[config.mk]
export PLATFORM = sky130hd
export DESIGN_NAME = ccp_front
export DESIGN_NICKNAME = d
export VERILOG_FILES = /design/src/rtl/convex_polygon_clipper_assert.svh /design/src/rtl/ccp_pkg.sv /design/src/rtl/ccp_front.sv
export SDC_FILE = /design/constraint.sdc
export NUM_CORES = 1
export LEC_CHECK = 0
export BUFFER_PORTS_ARGS = -buffer_cell sky130_fd_sc_hd__buf_2
export CORE_MARGIN = 2
export CORE_UTILIZATION = 51
export DETAILED_ROUTE_END_ITERATION = 12
export GPL_TIMING_DRIVEN = 0
export PLACE_DENSITY = 0.78
export REMOVE_ABC_BUFFERS = 1
export SLEW_MARGIN = 20
export SYNTH_ARGS = -nofsm -noshare
export SYNTH_HDL_FRONTEND = slang
export SYNTH_SLANG_ARGS = --single-unit
[constraint.sdc]
create_clock -name clk -period 7 [get_ports clk]
set_clock_uncertainty 0.2 [all_clocks]
set_input_delay 1.75 -clock clk [delete_from_list [all_inputs] [get_ports clk]]
set_output_delay 1.75 -clock clk [all_outputs]
set_load 0.1 [all_outputs]
[src/rtl/convex_polygon_clipper_assert.svh]
// Assertion macros for the clipper top level, which checks its own logic.
// Each macro is used inside a module that has clk and rst_n in scope.
`ifndef CONVEX_POLYGON_CLIPPER_ASSERT_SVH
`define CONVEX_POLYGON_CLIPPER_ASSERT_SVH

// Same-cycle implication, checked outside reset.
`define CCP_ASSERT_NOW(lbl, ante, cons) \
  lbl: assert property (@(posedge clk) disable iff (!rst_n) (ante) |-> (cons)) \
    else $error("convex_polygon_clipper assertion failed");

// Next-cycle implication, checked outside reset.
`define CCP_ASSERT_NEXT(lbl, ante, cons) \
  lbl: assert property (@(posedge clk) disable iff (!rst_n) (ante) |=> (cons)) \
    else $error("convex_polygon_clipper assertion failed");

`endif

[src/rtl/ccp_pkg.sv]
package ccp_pkg;

  localparam int MAX_CLIP_VERTICES = 8;
  localparam int MAX_LIST_VERTICES = 24;
  localparam int COORD_BITS        = 16;

  localparam int CMD_W = 2;
  typedef logic [CMD_W-1:0] cmd_t;

  localparam cmd_t CMD_CLEAR_CLIP  = 2'd0;
  localparam cmd_t CMD_ADD_CLIP    = 2'd1;
  localparam cmd_t CMD_ADD_SUBJECT = 2'd2;
  localparam cmd_t CMD_RUN         = 2'd3;

endpackage

[src/rtl/ccp_front.sv]
module ccp_front #(
  parameter int COORD_BITS = ccp_pkg::COORD_BITS
) (
  input  logic                         clk,
  input  logic                         rst_n,
  input  logic                         in_valid,
  output logic                         in_stall,
  input  ccp_pkg::cmd_t                in_command,
  input  logic signed [COORD_BITS-1:0] in_coord_x,
  input  logic signed [COORD_BITS-1:0] in_coord_y,
  output logic                         q_valid,
  output ccp_pkg::cmd_t                q_cmd,
  output logic signed [COORD_BITS-1:0] q_x,
  output logic signed [COORD_BITS-1:0] q_y,
  input  logic                         q_pop
);

  // Two-entry request queue between the port and the sequencer.
  ccp_pkg::cmd_t           cmd_r [2];
  logic [COORD_BITS-1:0]   x_r [2];
  logic [COORD_BITS-1:0]   y_r [2];
  logic                    wp_r;
  logic                    rp_r;
  logic [1:0]              cnt_r;
  logic                    push_w;
  logic                    pop_w;

  assign in_stall = (cnt_r == 2'd2);
  assign push_w   = in_valid && !in_stall;
  assign pop_w    = q_pop && q_valid;
  assign q_valid  = (cnt_r != 2'd0);
  assign q_cmd    = cmd_r[rp_r];
  assign q_x      = x_r[rp_r];
  assign q_y      = y_r[rp_r];

  always_ff @(posedge clk) begin
    if (!rst_n) begin
      wp_r  <= 1'b0;
      rp_r  <= 1'b0;
      cnt_r <= 2'd0;
    end else begin
      if (push_w) begin
        cmd_r[wp_r] <= in_command;
        x_r[wp_r]   <= in_coord_x;
        y_r[wp_r]   <= in_coord_y;
        wp_r        <= !wp_r;
      end
      if (pop_w) begin
        rp_r <= !rp_r;
      end
      if (push_w && !pop_w) begin
        cnt_r <= cnt_r + 2'd1;
      end else if (pop_w && !push_w) begin
        cnt_r <= cnt_r - 2'd1;
      end
    end
  end

endmodule

==> run summary <==
result of the run -> complete, no violations
Critical Setup Path Class -> register to primary output
Yosys Warn Count -> 0
total routed wirelength -> 4280 µm
root buffer selected by CTS -> sky130_fd_sc_hd__clkbuf_8
syn_area_per_cell -> 20.5 µm²
ratio of routed vias to standard cells -> 4.92
clock transition at the registers of the reported paths -> 70 ps
residual DRC count -> 0
Worst-Margin Slew -> 527 ps
setup slack, reg-to-reg -> 4820 ps
number of distinct library cells after synthesis -> 18
Std-Cell Core Area -> 5110 µm²
number of antenna violations at the first check in global routing -> 0
Worst Hold Class -> register to register
top-level port count -> 74
number of antenna repair diodes -> 0
placed insts -> 278
area growth from synthesis to final layout -> 26.6%
Chip Width -> 76.5 µm
number of hold buffers added after cts -> 0
clock insertion delay at the later pin of the skew report -> 320 ps
initial drt markers -> 66
RSZ-0062 raised after global routing -> false
aggregate global routing overflow -> 0
share of the synthesized area in the top cell type -> 76.1%
relative max-transition margin -> 64.8%
CP startpoint kind -> register
library cell contributing the largest single delay on the critical path -> sky130_fd_sc_hd__dfxtp_2
sum of internal, switching and leakage power -> 0.00151 W
kind of capture point of the worst setup path -> primary output
effective utilization at floorplan -> 52.5%
first-pass GRT wire length -> 6870 µm
Max Cap Viol -> 0
final count of pins violating max slew -> 0
post-CTS setup repair buffer count -> 0
TritonCTS Sinks -> 73
required time worst endpoint -> 5050 ps
number of H-tree branching levels -> 3
final period utilization -> 53.8%
chip height -> 76.5 µm
count of cells resized by post-cts repair -> 0
post-route non-filler standard cell count -> 294
total buffers and inverters traversed by the critical path -> 2
areal power density over the cells -> 446 nW/µm²
final net count -> 258
largest area contributor in the synthesized netlist -> sky130_fd_sc_hd__edfxtp_1
TritonCTS clock tree -> yes
floorplan die area -> 5860 µm²
Max stage delay on crit path -> 630 ps
number of placement rows -> 26
CP cell instances -> buf_16, mux2_2, buf_2
max frequency -> 265 MHz
largest vdd supply drop -> 0.000262 V
leakage -> 1.28 nW
register bit count reported by yosys -> 73
Arr. time, crit path -> 1820 ps
final HPWL from detailed placement -> 3060 µm
largest fanout on the critical path -> 18
area of the mapped netlist -> 2680 µm²
number of input and output port buffers inserted -> 73
proportion of synthesized chip area in sequential cells -> 79.9%
via count of the first global-routing pass -> 1502
number of buffers created by CTS -> 9
final critical path time including I/O delays and setup -> 3770 ps
total of endpoints with negative setup slack in the final report -> 0
largest delay contributor family on the critical path -> flip-flops
cell count after synthesis -> 131
total global-route track usage -> 15.5%
DRT antenna net count -> 0
Worst Hold Margin -> 336 ps
largest cells by area after synthesis -> sky130_fd_sc_hd__edfxtp_1 76%, sky130_fd_sc_hd__mux2_2 14%, sky130_fd_sc_hd__dfxtp_1 3.7%
fraction of layout instances using a drive strength above 1 -> 59.8%
post-detailed-route wirelength per cell -> 14.6 µm
final hold violation count -> 0
detailed-route via count -> 1447
RePlAce Congestion -> 0.666
maximum number of pins on one net before global-route repair -> 21
count of TritonRoute iterations in the first routing pass -> 4
clock tree buffer depth -> 2
## layout by cell type (no fill, tap or decap)
cell type | Yosys | routed
sky130_fd_sc_hd__a21boi_1 | 2 | 2
sky130_fd_sc_hd__clkbuf_8 | 0 | 9
sky130_fd_sc_hd__ha_1 | 1 | 1
sky130_fd_sc_hd__clkbuf_1 | 0 | 1
sky130_fd_sc_hd__o21ai_0 | 2 | 2
sky130_fd_sc_hd__xor2_1 | 1 | 1
sky130_fd_sc_hd__o21ai_1 | 1 | 1
sky130_fd_sc_hd__nor2_1 | 1 | 1
sky130_fd_sc_hd__and2_1 | 3 | 3
sky130_fd_sc_hd__and3_2 | 0 | 1
sky130_fd_sc_hd__buf_2 | 4 | 79
sky130_fd_sc_hd__mux2_2 | 34 | 34
sky130_fd_sc_hd__or3_1 | 2 | 2
sky130_fd_sc_hd__bufinv_16 | 0 | 1
sky130_fd_sc_hd__clkinv_1 | 0 | 1
sky130_fd_sc_hd__clkinvlp_4 | 0 | 2
sky130_fd_sc_hd__clkinv_2 | 0 | 2
sky130_fd_sc_hd__edfxtp_1 | 68 | 68
sky130_fd_sc_hd__nor2b_2 | 1 | 1
sky130_fd_sc_hd__nor4b_2 | 0 | 1
sky130_fd_sc_hd__inv_1 | 1 | 1
sky130_fd_sc_hd__buf_16 | 0 | 2
sky130_fd_sc_hd__dfxtp_2 | 0 | 1
sky130_fd_sc_hd__or2_2 | 1 | 1
sky130_fd_sc_hd__dfxtp_1 | 5 | 4
sky130_fd_sc_hd__xnor2_1 | 2 | 2
## cells in the mapped netlist
library cell and count:
sky130_fd_sc_hd__edfxtp_1 68, sky130_fd_sc_hd__mux2_2 34, sky130_fd_sc_hd__dfxtp_1 5, sky130_fd_sc_hd__buf_2 4, sky130_fd_sc_hd__and2_1 3, sky130_fd_sc_hd__a21boi_1 2, sky130_fd_sc_hd__o21ai_0 2, sky130_fd_sc_hd__or3_1 2
sky130_fd_sc_hd__xnor2_1 2, sky130_fd_sc_hd__and3_1 1, sky130_fd_sc_hd__ha_1 1, sky130_fd_sc_hd__inv_1 1, sky130_fd_sc_hd__nor2_1 1, sky130_fd_sc_hd__nor2b_2 1, sky130_fd_sc_hd__nor4b_1 1, sky130_fd_sc_hd__o21ai_1 1
sky130_fd_sc_hd__or2_2 1, sky130_fd_sc_hd__xor2_1 1
## layer usage
layer / vias to the layer above / wire (µm) / GRT usage, %
li1: 685 / - / -
met1: 698 / 1780 / 17.9
met2: 55 / 2180 / 26.7
met3: 9 / 259 / 4.38
met4: 0 / 66 / 7.09
met5: - / 0 / 0
## power breakdown
part | internal, W | switching, W
clock | 0.000162 | 0.000139
combinational | 0.000143 | 0.000518
sequential | 0.000522 | 0.0000296
total | 0.000827 | 0.000687
## registers in the layout (all words and copies together), names as in the netlist, named ones only
register and cells:
wp_r 1, rp_r 1, cnt_r 2, cmd_r 4
x_r 32, y_r 32
## cells by family after synthesis
family                   Yosys count  synth area share (%)
flip-flops                        73                  79.9
multiplexers                      34                  14.3
AND/OR/NAND/NOR                   10                  2.43
AO/OA/AOI/OAI                      5                  1.12
buffers and inverters              5                 0.886
XOR/XNOR                           3                 0.980
adder cells (fa/ha/maj)            1                 0.466
## tightest hold or removal path: cells and delay by family, from the launching register on
family | cells | cell delay (ps)
compound gates | 2 | 160
flops | 1 | 330
## metrics by stage
stage	setup TNS (ps)	setup slack, ps	utilization [%]	instance area [µm²]
after floorplan	0	869	-	2660
after global placement	-37230	-1100	61.0	3120
after detailed placement	0	3370	62.8	3210
after CTS	0	3190	66.5	3400
after global routing	0	3150	66.5	3400
final	0	3230	66.5	3400
## path summary, 6_finish.rpt
path / to / from / cells past startpoint
max: q_y[13] / register / 3
min: wp_r / wp_r / 2
max reg2reg: y_r[0][5] / cnt_r[1] / 5
min reg2reg: wp_r / wp_r / 2
## final cells by class
type / count / area, µm²
flip-flops and latches: 73 / 2140
fillers: 374 / 1710
multi-input cells: 53 / 524
repair buffers: 81 / 450
clock buffers: 10 / 128
well taps: 70 / 87.6
clock inverters: 6 / 58.8
inverters: 1 / 3.75
Note: power is estimated with default switching activity, not from simulation.
